## src/plpl_pkg.sv

```systemverilog
// Package for the phase lock pull loop: field widths, register codes, loop constants
// and the structs shared by the configuration block, the wrap unit and the top level.
// Depends on nothing.
package plpl_pkg;

  localparam int PERIOD_W = 24;
  localparam int TIME_W   = 48;
  localparam int ERR_W    = 48;
  localparam int PULL_W   = 26;
  localparam int AVG_W    = 25;
  localparam int OPER_W   = 49;
  localparam int ADDR_W   = 4;
  localparam int DATA_W   = 32;

  localparam logic [1:0] REG_COMB_PERIOD = 2'd0;
  localparam logic [1:0] REG_SLEW_LIMIT  = 2'd1;
  localparam logic [1:0] REG_STALL_SPAN  = 2'd2;

  localparam logic [23:0] COMB_PERIOD_RESET = 24'd166667;
  localparam logic [23:0] SLEW_LIMIT_RESET  = 24'd1000;
  localparam logic [31:0] STALL_SPAN_RESET  = 32'd0;

  localparam logic [7:0] STALL_RUN_MIN    = 8'd3;
  localparam logic [7:0] STALL_SAT        = 8'd255;
  localparam logic [4:0] RECOVER_PRESENTS = 5'd16;

  localparam logic [5:0] WIDE_STEPS   = 6'd50;
  localparam logic [5:0] NARROW_STEPS = 6'd28;

  typedef struct packed {
    logic                     has_before;
    logic                     has_after;
    logic [TIME_W-1:0]        before_time;
    logic [TIME_W-1:0]        after_time;
    logic signed [ERR_W-1:0]  phase_error;
  } item_t;

  typedef struct packed {
    logic signed [PULL_W-1:0] pull_offset;
    logic                     locked;
    logic                     resumed;
    logic signed [23:0]       error_average;
    logic [23:0]              deviation_average;
    logic                     stalled;
  } result_t;

  typedef struct packed {
    logic [PERIOD_W-1:0] comb_period;
    logic [23:0]         slew_limit;
    logic [31:0]         stall_span_limit;
  } cfg_t;

  typedef struct packed {
    logic                     start;
    logic                     narrow;
    logic signed [OPER_W-1:0] operand;
  } mod_req_t;

  typedef struct packed {
    logic                    done;
    logic signed [AVG_W-1:0] wrapped;
  } mod_rsp_t;

endpackage

```

## src/plpl_cfg_regs.sv

```systemverilog
// Configuration registers of the phase lock pull loop behind an APB-style port.
// Depends on plpl_pkg for the register codes, reset values and the cfg_t struct.
module plpl_cfg_regs import plpl_pkg::*; (
  input  logic              clk,
  input  logic              rst,
  input  logic              psel,
  input  logic              penable,
  input  logic              pwrite,
  input  logic [ADDR_W-1:0] paddr,
  input  logic [DATA_W-1:0] pwdata,
  output logic [DATA_W-1:0] prdata,
  output logic              pready,
  output cfg_t              cfg
);

  logic [1:0] index;
  logic       write_en;

  assign index    = paddr[3:2];
  assign pready   = 1'b1;
  assign write_en = psel && penable && pwrite;

  always_ff @(posedge clk) begin
    if (rst) begin
      cfg.comb_period      <= COMB_PERIOD_RESET;
      cfg.slew_limit       <= SLEW_LIMIT_RESET;
      cfg.stall_span_limit <= STALL_SPAN_RESET;
    end else if (write_en) begin
      unique case (index)
        REG_COMB_PERIOD: cfg.comb_period      <= pwdata[23:0];
        REG_SLEW_LIMIT:  cfg.slew_limit       <= pwdata[23:0];
        REG_STALL_SPAN:  cfg.stall_span_limit <= pwdata;
        default: begin
        end
      endcase
    end
  end

  always_comb begin
    unique case (index)
      REG_COMB_PERIOD: prdata = {8'd0, cfg.comb_period};
      REG_SLEW_LIMIT:  prdata = {8'd0, cfg.slew_limit};
      REG_STALL_SPAN:  prdata = cfg.stall_span_limit;
      default:         prdata = '0;
    endcase
  end

endmodule

```

## src/plpl_wrap_unit.sv

```systemverilog
// Shared serial wrap unit: folds a signed operand into [-floor(P/2), P - floor(P/2))
// of the comb period P with a restoring remainder, one operand bit per cycle.
// Depends on plpl_pkg for the request and response structs.
module plpl_wrap_unit import plpl_pkg::*; (
  input  logic                clk,
  input  logic                rst,
  input  logic [PERIOD_W-1:0] period,
  input  mod_req_t            req,
  output mod_rsp_t            rsp
);

  logic [22:0]          half;
  logic signed [49:0]   biased;
  logic [49:0]          mag;
  logic [24:0]          rem_shift;
  logic [24:0]          rem_step;
  logic [23:0]          mod_val;
  logic signed [24:0]   wrapped_next;

  logic                 busy;
  logic [5:0]           cnt;
  logic [49:0]          sh;
  logic [23:0]          rem;
  logic                 neg;

  assign half      = period[23:1];
  assign biased    = 50'(req.operand) + $signed({27'd0, half});
  assign mag       = biased[49] ? (~biased + 50'd1) : biased;
  assign rem_shift = {rem, sh[49]};
  assign rem_step  = (rem_shift >= {1'b0, period}) ? (rem_shift - {1'b0, period}) : rem_shift;
  assign mod_val   = (neg && rem != 24'd0) ? (period - rem) : rem;
  assign wrapped_next = $signed({1'b0, mod_val}) - $signed({2'b0, half});

  always_ff @(posedge clk) begin
    if (rst) begin
      busy     <= 1'b0;
      cnt      <= '0;
      rsp.done <= 1'b0;
    end else begin
      rsp.done <= 1'b0;
      if (req.start) begin
        busy <= 1'b1;
        cnt  <= req.narrow ? NARROW_STEPS : WIDE_STEPS;
      end else if (busy) begin
        if (cnt != 6'd0) begin
          cnt <= cnt - 6'd1;
        end else begin
          busy        <= 1'b0;
          rsp.done    <= 1'b1;
          rsp.wrapped <= wrapped_next;
        end
      end
    end
  end

  always_ff @(posedge clk) begin
    if (req.start) begin
      sh  <= req.narrow ? {mag[27:0], 22'd0} : mag;
      rem <= '0;
      neg <= biased[49];
    end else if (busy) begin
      if (cnt != 6'd0) begin
        rem <= rem_step[23:0];
        sh  <= {sh[48:0], 1'b0};
      end
    end
  end

endmodule

```

## src/phase_lock_pull_loop.sv

```systemverilog
// Top level of the phase lock pull loop: input and result channels, the loop sequencer
// and its state, the configuration block and the shared wrap unit.
// Depends on plpl_pkg, plpl_cfg_regs and plpl_wrap_unit.
//
// Usage: one item per display present arrives on item/item_valid and is taken in a
// transfer when item_stall is low. The block works on one item at a time and holds
// item_stall high until that item's result is in the output register.
// A stalled bracket (a frame missing, or its span above a nonzero stall_span_limit)
// gives its result from the check state once the output register is free. A tracked
// bracket runs four passes through the serial wrap unit, one operand bit per cycle
// (50 bits for the raw phase error, 28 for the later ones); the first tracked bracket
// and one that ends a run of at least three stalled brackets skip two passes. The lock,
// pull and wrap states follow, and the wrap state loads the result once the output
// register is free. A new item is accepted while a result still waits in the output
// register; the block holds its next result until that one is taken. When
// result_valid and result_stall are both high, result_valid and result stay as they
// are. Reset clears the loop state, the stall counter and result_valid, and loads the
// register reset values. The user writes registers through the APB port only while
// idle; the block itself does not enforce this.
module phase_lock_pull_loop import plpl_pkg::*; (
  input  logic              clk,
  input  logic              rst,
  input  logic              item_valid,
  output logic              item_stall,
  input  item_t             item,
  output logic              result_valid,
  input  logic              result_stall,
  output result_t           result,
  input  logic              psel,
  input  logic              penable,
  input  logic              pwrite,
  input  logic [ADDR_W-1:0] paddr,
  input  logic [DATA_W-1:0] pwdata,
  output logic [DATA_W-1:0] prdata,
  output logic              pready
);

  localparam logic [3:0] S_IDLE  = 4'd0;
  localparam logic [3:0] S_CHECK = 4'd1;
  localparam logic [3:0] S_ERR   = 4'd2;
  localparam logic [3:0] S_STEP  = 4'd3;
  localparam logic [3:0] S_AVG   = 4'd4;
  localparam logic [3:0] S_DEV   = 4'd5;
  localparam logic [3:0] S_LOCK  = 4'd6;
  localparam logic [3:0] S_PULL  = 4'd7;
  localparam logic [3:0] S_WRAP  = 4'd8;

  cfg_t     cfg;
  mod_req_t mod_req;
  mod_rsp_t mod_rsp;

  logic [3:0]               state;
  item_t                    item_r;
  logic                     seeded;
  logic signed [AVG_W-1:0]  err_avg;
  logic [23:0]              dev_avg;
  logic                     lock_flag;
  logic signed [PULL_W-1:0] pull;
  logic [4:0]               recover_left;
  logic [7:0]               stall_count;
  logic                     resumed_r;
  logic signed [AVG_W-1:0]  err_r;
  logic signed [26:0]       delta_r;

  logic [PERIOD_W-1:0]      p_eff;
  logic [48:0]              span;
  logic                     stall_now;
  logic                     out_free;
  logic                     out_load;
  logic                     wrap_start;
  logic                     recovering;
  logic signed [25:0]       step_biased;
  logic signed [25:0]       step_t;
  logic [24:0]              dev_mag;
  logic [28:0]              dev_sum;
  logic [23:0]              dev_avg_next;
  logic                     lock_next;
  logic signed [26:0]       delta_raw;
  logic [23:0]              slew;
  logic signed [26:0]       slew_s;
  logic signed [26:0]       delta_clamped;
  logic signed [27:0]       pull_sum;
  logic signed [27:0]       band;
  logic signed [27:0]       p_s;
  logic signed [27:0]       pull_wrapped;

  plpl_cfg_regs u_cfg (
    .clk     (clk),
    .rst     (rst),
    .psel    (psel),
    .penable (penable),
    .pwrite  (pwrite),
    .paddr   (paddr),
    .pwdata  (pwdata),
    .prdata  (prdata),
    .pready  (pready),
    .cfg     (cfg)
  );

  plpl_wrap_unit u_wrap (
    .clk    (clk),
    .rst    (rst),
    .period (p_eff),
    .req    (mod_req),
    .rsp    (mod_rsp)
  );

  assign p_eff      = (cfg.comb_period == '0) ? 24'd1 : cfg.comb_period;
  assign span       = {1'b0, item_r.after_time} - {1'b0, item_r.before_time};
  assign stall_now  = !item_r.has_before || !item_r.has_after ||
                      (cfg.stall_span_limit != 32'd0 &&
                       $signed(span) > $signed({17'd0, cfg.stall_span_limit}));
  assign out_free   = !result_valid || !result_stall;
  assign out_load   = (state == S_CHECK && stall_now && out_free) ||
                      (state == S_WRAP && out_free);
  assign wrap_start = (state == S_CHECK && !stall_now) ||
                      ((state == S_ERR || state == S_STEP || state == S_AVG) &&
                       mod_rsp.done);
  assign recovering = recover_left != 5'd0;
  assign item_stall = state != S_IDLE;

  assign step_biased = 26'(mod_rsp.wrapped) +
                       (mod_rsp.wrapped[AVG_W-1] ? (recovering ? 26'sd1 : 26'sd15) : 26'sd0);
  assign step_t      = recovering ? (step_biased >>> 1) : (step_biased >>> 4);

  assign dev_mag      = mod_rsp.wrapped[AVG_W-1] ? (~mod_rsp.wrapped + 25'd1) : mod_rsp.wrapped;
  assign dev_sum      = {1'b0, dev_avg, 4'd0} - {5'd0, dev_avg} + {5'd0, dev_mag[23:0]};
  assign dev_avg_next = dev_sum[27:4];
  assign lock_next    = dev_avg < {3'd0, p_eff[23:3]};

  assign delta_raw     = lock_flag ? 27'(err_avg) : -27'(pull);
  assign slew          = recovering ? {5'd0, p_eff[23:5]} : cfg.slew_limit;
  assign slew_s        = $signed({3'd0, slew});
  assign delta_clamped = (resumed_r && lock_flag) ? delta_raw :
                         (delta_raw > slew_s) ? slew_s :
                         (delta_raw < -slew_s) ? -slew_s : delta_raw;

  assign pull_sum     = 28'(pull) + 28'(delta_r);
  assign band         = $signed({8'd0, p_eff[23:4]});
  assign p_s          = $signed({4'd0, p_eff});
  assign pull_wrapped = (pull_sum < -band) ? (pull_sum + p_s) :
                        (pull_sum >= p_s + band) ? (pull_sum - p_s) : pull_sum;

  always_ff @(posedge clk) begin
    if (rst) begin
      state         <= S_IDLE;
      seeded        <= 1'b0;
      err_avg       <= '0;
      dev_avg       <= '0;
      lock_flag     <= 1'b0;
      pull          <= '0;
      recover_left  <= '0;
      stall_count   <= '0;
      resumed_r     <= 1'b0;
      result_valid  <= 1'b0;
      mod_req.start <= 1'b0;
    end else begin
      mod_req.start <= wrap_start;
      if (out_load) begin
        result_valid <= 1'b1;
      end else if (result_valid && !result_stall) begin
        result_valid <= 1'b0;
      end
      unique case (state)
        S_IDLE: begin
          if (item_valid) begin
            state <= S_CHECK;
          end
        end
        S_CHECK: begin
          if (stall_now) begin
            if (out_free) begin
              if (stall_count != STALL_SAT) begin
                stall_count <= stall_count + 8'd1;
              end
              state <= S_IDLE;
            end
          end else begin
            resumed_r       <= stall_count >= STALL_RUN_MIN;
            stall_count     <= '0;
            mod_req.narrow  <= 1'b0;
            mod_req.operand <= 49'(item_r.phase_error);
            state           <= S_ERR;
          end
        end
        S_ERR: begin
          if (mod_rsp.done) begin
            mod_req.narrow <= 1'b1;
            if (!seeded || resumed_r) begin
              err_avg         <= mod_rsp.wrapped;
              seeded          <= 1'b1;
              mod_req.operand <= '0;
              if (resumed_r) begin
                recover_left <= RECOVER_PRESENTS;
              end
              state <= S_DEV;
            end else begin
              mod_req.operand <= 49'(mod_rsp.wrapped) - 49'(err_avg);
              state           <= S_STEP;
            end
          end
        end
        S_STEP: begin
          if (mod_rsp.done) begin
            mod_req.narrow  <= 1'b1;
            mod_req.operand <= 49'(err_avg) + 49'(step_t);
            state           <= S_AVG;
          end
        end
        S_AVG: begin
          if (mod_rsp.done) begin
            err_avg         <= mod_rsp.wrapped;
            mod_req.narrow  <= 1'b1;
            mod_req.operand <= 49'(err_r) - 49'(mod_rsp.wrapped);
            state           <= S_DEV;
          end
        end
        S_DEV: begin
          if (mod_rsp.done) begin
            dev_avg <= dev_avg_next;
            state   <= S_LOCK;
          end
        end
        S_LOCK: begin
          lock_flag <= lock_next;
          state     <= S_PULL;
        end
        S_PULL: begin
          if (recovering) begin
            recover_left <= recover_left - 5'd1;
          end
          state <= S_WRAP;
        end
        S_WRAP: begin
          if (out_free) begin
            pull  <= pull_wrapped[PULL_W-1:0];
            state <= S_IDLE;
          end
        end
        default: begin
          state <= S_IDLE;
        end
      endcase
    end
  end

  always_ff @(posedge clk) begin
    if (state == S_IDLE && item_valid) begin
      item_r <= item;
    end
    if (state == S_ERR && mod_rsp.done) begin
      err_r <= mod_rsp.wrapped;
    end
    if (state == S_PULL) begin
      delta_r <= delta_clamped;
    end
    if (state == S_CHECK && stall_now && out_free) begin
      result.pull_offset       <= pull;
      result.locked            <= lock_flag;
      result.resumed           <= 1'b0;
      result.error_average     <= err_avg[23:0];
      result.deviation_average <= dev_avg;
      result.stalled           <= 1'b1;
    end else if (state == S_WRAP && out_free) begin
      result.pull_offset       <= pull_wrapped[PULL_W-1:0];
      result.locked            <= lock_flag;
      result.resumed           <= resumed_r;
      result.error_average     <= err_avg[23:0];
      result.deviation_average <= dev_avg;
      result.stalled           <= 1'b0;
    end
  end

  a_stall_result: assert property (@(posedge clk) disable iff (rst)
    (state == S_CHECK && stall_now && out_free) |=>
      (result_valid && result.stalled && !result.resumed))
    else $error("stalled bracket did not give a held result");

  a_stall_sat: assert property (@(posedge clk) disable iff (rst)
    (state == S_CHECK && stall_now && out_free && stall_count == STALL_SAT) |=>
      (stall_count == STALL_SAT))
    else $error("stall counter wrapped past saturation");

  a_wrap_done: assert property (@(posedge clk) disable iff (rst)
    mod_rsp.done |->
      (state == S_ERR || state == S_STEP || state == S_AVG || state == S_DEV))
    else $error("wrap unit finished outside a waiting state");

  a_tracked_result: assert property (@(posedge clk) disable iff (rst)
    (state == S_WRAP && out_free) |=>
      (result_valid && !result.stalled && stall_count == 8'd0))
    else $error("tracked bracket result malformed");

endmodule
```

## config.mk

```make
export PLATFORM = sky130hd
export DESIGN_NAME = phase_lock_pull_loop
export DESIGN_NICKNAME = d
export VERILOG_FILES = /design/src/plpl_pkg.sv /design/src/plpl_cfg_regs.sv /design/src/plpl_wrap_unit.sv /design/src/phase_lock_pull_loop.sv
export SDC_FILE = /design/constraint.sdc
export NUM_CORES = 2
export LEC_CHECK = 0
export ABC_AREA = 1
export ABC_CLOCK_PERIOD_IN_PS = 8900
export BUFFER_PORTS_ARGS = -buffer_cell sky130_fd_sc_hd__clkbuf_2
export CORE_AREA = 2 2 418 420
export CTS_CLUSTER_DIAMETER = 150
export DETAILED_ROUTE_END_ITERATION = 8
export DIE_AREA = 0 0 420 422
export HOLD_SLACK_MARGIN = 0.15
export PLACE_DENSITY = 0.5
export REMOVE_ABC_BUFFERS = 1
export SLEW_MARGIN = 0
export SYNTH_ARGS = -nofsm -noshare
export SYNTH_HDL_FRONTEND = slang
export SYNTH_SLANG_ARGS = --single-unit
```

## constraint.sdc

```tcl
create_clock -name clk -period 8.9 [get_ports clk]
set_clock_uncertainty 0.1 [all_clocks]
set_input_delay 0.89 -clock clk [delete_from_list [all_inputs] [get_ports clk]]
set_output_delay 0.89 -clock clk [all_outputs]
set_load 0.005 [all_outputs]
```

==> flow_summary.yaml <==
grt:
  antenna_found_initial: 15
  grt_max_degree: 88
  grt_pass1_wl_mm: 307.1
  grt_pass1_vias: 48530
  grt-ovfl-total: 0
  grt_use_total_pct: 23.02
setup_path:
  path_max_fanout: 21
  rr_startpoint: "u_cfg.cfg[60]"
  worstReg2RegEnd: "result[56]"
  reg2reg_slack_ps: 1500
  crit_type: "reg2reg"
  critPathRequiredTime_ps: 9270
  r2r_cells: 23
  worstSetupStartpointType: "flip-flop"
  end_kind: "flip-flop"
  cp.arrival_ps: 7770
timing:
  hold_viol: 0
  fin_tns_setup_ps: 0
  rsz0062_at_grt: "false"
  finalCriticalPeriod_ps: 7400
  fin_crit_sh_pct: 83.15
  hold_ws_ps: 227.9
  fmaxAchievable_mhz: 135.1
  relSlewSlack_pct: 9.344
  worst_pin_slew_ps: 1349
  slew_violations: 0
  setup_violations: 0
yosys:
  synth_area_um2: 51660
  yosysUniqueCellTypes: 72
  post-synth-top-area-fraction_pct: 23.14
  synth_cells: 7115
  async_flop_share_pct: 0
  yosys_warnings: 0
  synth-main-ff-cell: "edfxtp_1"
  synth_largest_area_cell: "edfxtp_1"
  synth_area_leaders: "edfxtp_1, ha_1, nand2_1, dfxtp_1, inv_1"
  avgSynthCellArea_um2: 7.261
  yosysSeqAreaShare_pct: 31.31
  ys_ff_latch: 609
  synth_edf_count: 398
route:
  firstDrtPassIters: 7
  wire_per_inst_um: 21.27
  drcViolationCount: 0
  drt-vias-per-instance: 5.095
  vias: 49860
  drt_iter0_markers: 3847
  wl_mm: 208.2
  ant_nets: 0
clocking:
  cts_buffers: 80
  cts_root_buf: "clkbuf_16"
  cts_tree: "built"
  clockBufferDepth: 3
  htree_levels: 3
  cts.clk_slew.worst_paths_ps: 60
  clk_latency_ps: 760
  cts_num_sinks: 609
  cts_resized: 0
  post-cts-setup-buffers: 0
  ctsHoldBuffers: 0
die:
  die-area_um2: 177200
  rows: 153
  core_area_um2: 172900
  start_util_pct: 29.88
  io_pins: 301
  fp.dieW_um: 420
  die_h_um: 422
pwr:
  p_int_mw: 6.450
  clkPwrFrac_pct: 33.7
  p_sw_mw: 3.823
  p_leak_nw: 26.73
  ir_drop_mv: 0.1475
  swShare_pct: 37.21
  pwr-share-seq_pct: 34.0
  comb_power_share_pct: 32.3
  p_per_area_nw_per_um2: 174.8
placement:
  post-place-cells: 9636
  gp_congestion: 0.9561
  dpl.hpwl_mm: 169.1
  port_buffers: 297
status:
  status: "complete, no violations"
layout:
  stdcell_count: 9786
  syn2layout_area_growth_pct: 13.75
  n_fill_cell: 18610
  fin_nets: 8121
  drive_gt1_share_pct: 9.396
  antennaDiodeCount: 0
flow_run:
  drv_cap: 0
worst_hold_path:
  min_path_cells: 1
  hold_end: "item_r[67]"
  hp-start: "item[67]"
  min_path_type: "in2reg"
[area by class of cell]
class,count,area (um2),share of cell area (%)
clock buffer,98,2121,3.609
sequential,609,16180,27.53
multi-input combinational,5386,31240,53.16
timing repair buffer,395,2222,3.781
clock inverter,52,640.6,1.090
tap,2325,2909,4.950
inverter,921,3458,5.885
[worst max path at each step]
stage            endpoint     startpoint  cells past startpoint  slack (ps)
2_1_floorplan   item_r[0]     item_valid                      2        1210
3_3_place_gp   result[56]  u_cfg.cfg[60]                     41        1540
3_5_place_dp   result[56]  u_cfg.cfg[60]                     41        1620
4_1_cts        result[56]  u_cfg.cfg[60]                     41        1610
5_1_grt        result[56]  u_cfg.cfg[60]                     41         870
6_report       result[56]  u_cfg.cfg[60]                     23        1500
[power groups by stage]
stage	clock network [mW]	logic [mW]	registers (mW)
global placement	0	3.26	3.55
CTS	3.56	3.31	3.49
finish	3.46	3.32	3.49
detailed placement	0	3.29	3.55
global route	3.64	3.72	3.51
floorplan	0	2.27	3.51
[cells in the final DEF (no fill, tap or decap), drive strengths merged, types with 7 or more instances in the layout]
cell type | netlist | layout
nand2 | 1701 | 1701
inv | 906 | 910
a21oi | 639 | 639
nor2 | 621 | 621
o21ai | 543 | 543
ha | 506 | 506
edfxtp | 398 | 398
clkbuf | 159 | 394
nand3 | 352 | 352
xor2 | 247 | 247
dfxtp | 211 | 211
nor3 | 110 | 110
nand4 | 105 | 105
buf | 40 | 99
xnor2 | 90 | 90
nor4 | 50 | 50
o211ai | 48 | 48
clkinv | 15 | 48
or2 | 41 | 41
fa | 33 | 33
a31oi | 32 | 32
o22ai | 31 | 31
o221ai | 29 | 29
a21o | 27 | 27
o21a | 24 | 24
o21bai | 19 | 19
a21boi | 18 | 18
nand3b | 15 | 15
a22o | 14 | 14
a211oi | 12 | 12
o31ai | 12 | 12
o2111ai | 11 | 11
a22oi | 10 | 10
bufinv | 0 | 9
and2 | 7 | 7
[cells in the mapped netlist (7+ instances only)]
| cell type | number |
|---|---|
| inv_1 | 888 |
| nand4_1 | 103 |
| nand2_1 | 1681 |
| xor2_1 | 246 |
| a211oi_1 | 12 |
| a31oi_1 | 32 |
| a22o_1 | 14 |
| inv_2 | 18 |
| o21bai_1 | 19 |
| nand3b_1 | 15 |
| nor2_2 | 35 |
| buf_1 | 10 |
| xnor2_1 | 90 |
| nand3_1 | 342 |
| buf_2 | 20 |
| o21ai_0 | 499 |
| or2_2 | 40 |
| a21oi_1 | 638 |
| nor3_2 | 8 |
| clkbuf_1 | 159 |
| edfxtp_1 | 398 |
| a22oi_1 | 10 |
| a21o_1 | 27 |
| o2111ai_1 | 11 |
| a21boi_0 | 18 |
| nor2_4 | 14 |
| o21ai_2 | 7 |
| nor3_1 | 102 |
| nor4_1 | 48 |
| fa_1 | 33 |
| o21ai_1 | 33 |
| nor2_1 | 572 |
| nand2_2 | 20 |
| nand3_2 | 9 |
| o221ai_1 | 29 |
| ha_1 | 506 |
| dfxtp_1 | 211 |
| o211ai_1 | 48 |
| clkinv_1 | 15 |
| o21a_1 | 24 |
| o31ai_1 | 12 |
| o22ai_1 | 31 |
[cell families after synthesis]
group | synth area share [%]
AND/OR/NAND/NOR | 24.91
multiplexers | 0.04117
adder cells (fa/ha/maj) | 13.53
AO/OA/AOI/OAI | 16.14
other | 0.007259
XOR/XNOR | 5.728
buffers and inverters | 8.327
flip-flops | 31.31
[metal layers]
metal	track usage [%]	vias up	part of all wire, %
li1	-	24510	-
met4	11.83	18	5.7
met5	0	-	0.050
met3	3.189	380	4.9
met1	27.95	23550	42
met2	39.38	1398	48
[metrics by stage]
| step | area, um2 | utilization, % | power, mW | worst slack (ps) |
|---|---|---|---|---|
| floorplan | 50820 | - | 5.787 | 1210 |
| finish | 58760 | 33.99 | 10.27 | 1500 |
| global route | 58760 | 33.99 | 10.87 | 873.0 |
| global placement | 56000 | 32.40 | 6.805 | 1544 |
| CTS | 58760 | 33.99 | 10.35 | 1608 |
| detailed placement | 56000 | 32.40 | 6.839 | 1619 |
[registers in the layout, summed over array words and instances, names as in the netlist, 4 cells and up]
signal and cells:
err_r 25, err_avg 25, item_r 146, mod_req 50
u_wrap.sh 50, u_wrap.rem 24, u_wrap.rsp 26, dev_avg 24
u_wrap.cnt 6, pull 26, u_cfg.cfg 80, recover_left 5
result 77, delta_r 27, state 4, stall_count 8
[worst max-delay path: stages, from the launching register on]
cell	delay, ps
dfxtp_1	460
inv_1	580
ha_1	320
nand3_1	130
nor3_1	280
nand2_1	290
nor3_1	1100
nand2_1	650
xor2_1	310
ha_1	300
nand2_1	50
inv_1	60
nand2_1	70
nor4b_1	390
nand3_1	160
nand2_1	90
nand2_1	40
nand2_1	500
nand2_1	240
inv_2	410
nand2_1	100
nand3_1	110
nand2_1	90
o21ai_0	290
(Power assumes the default switching activity.)
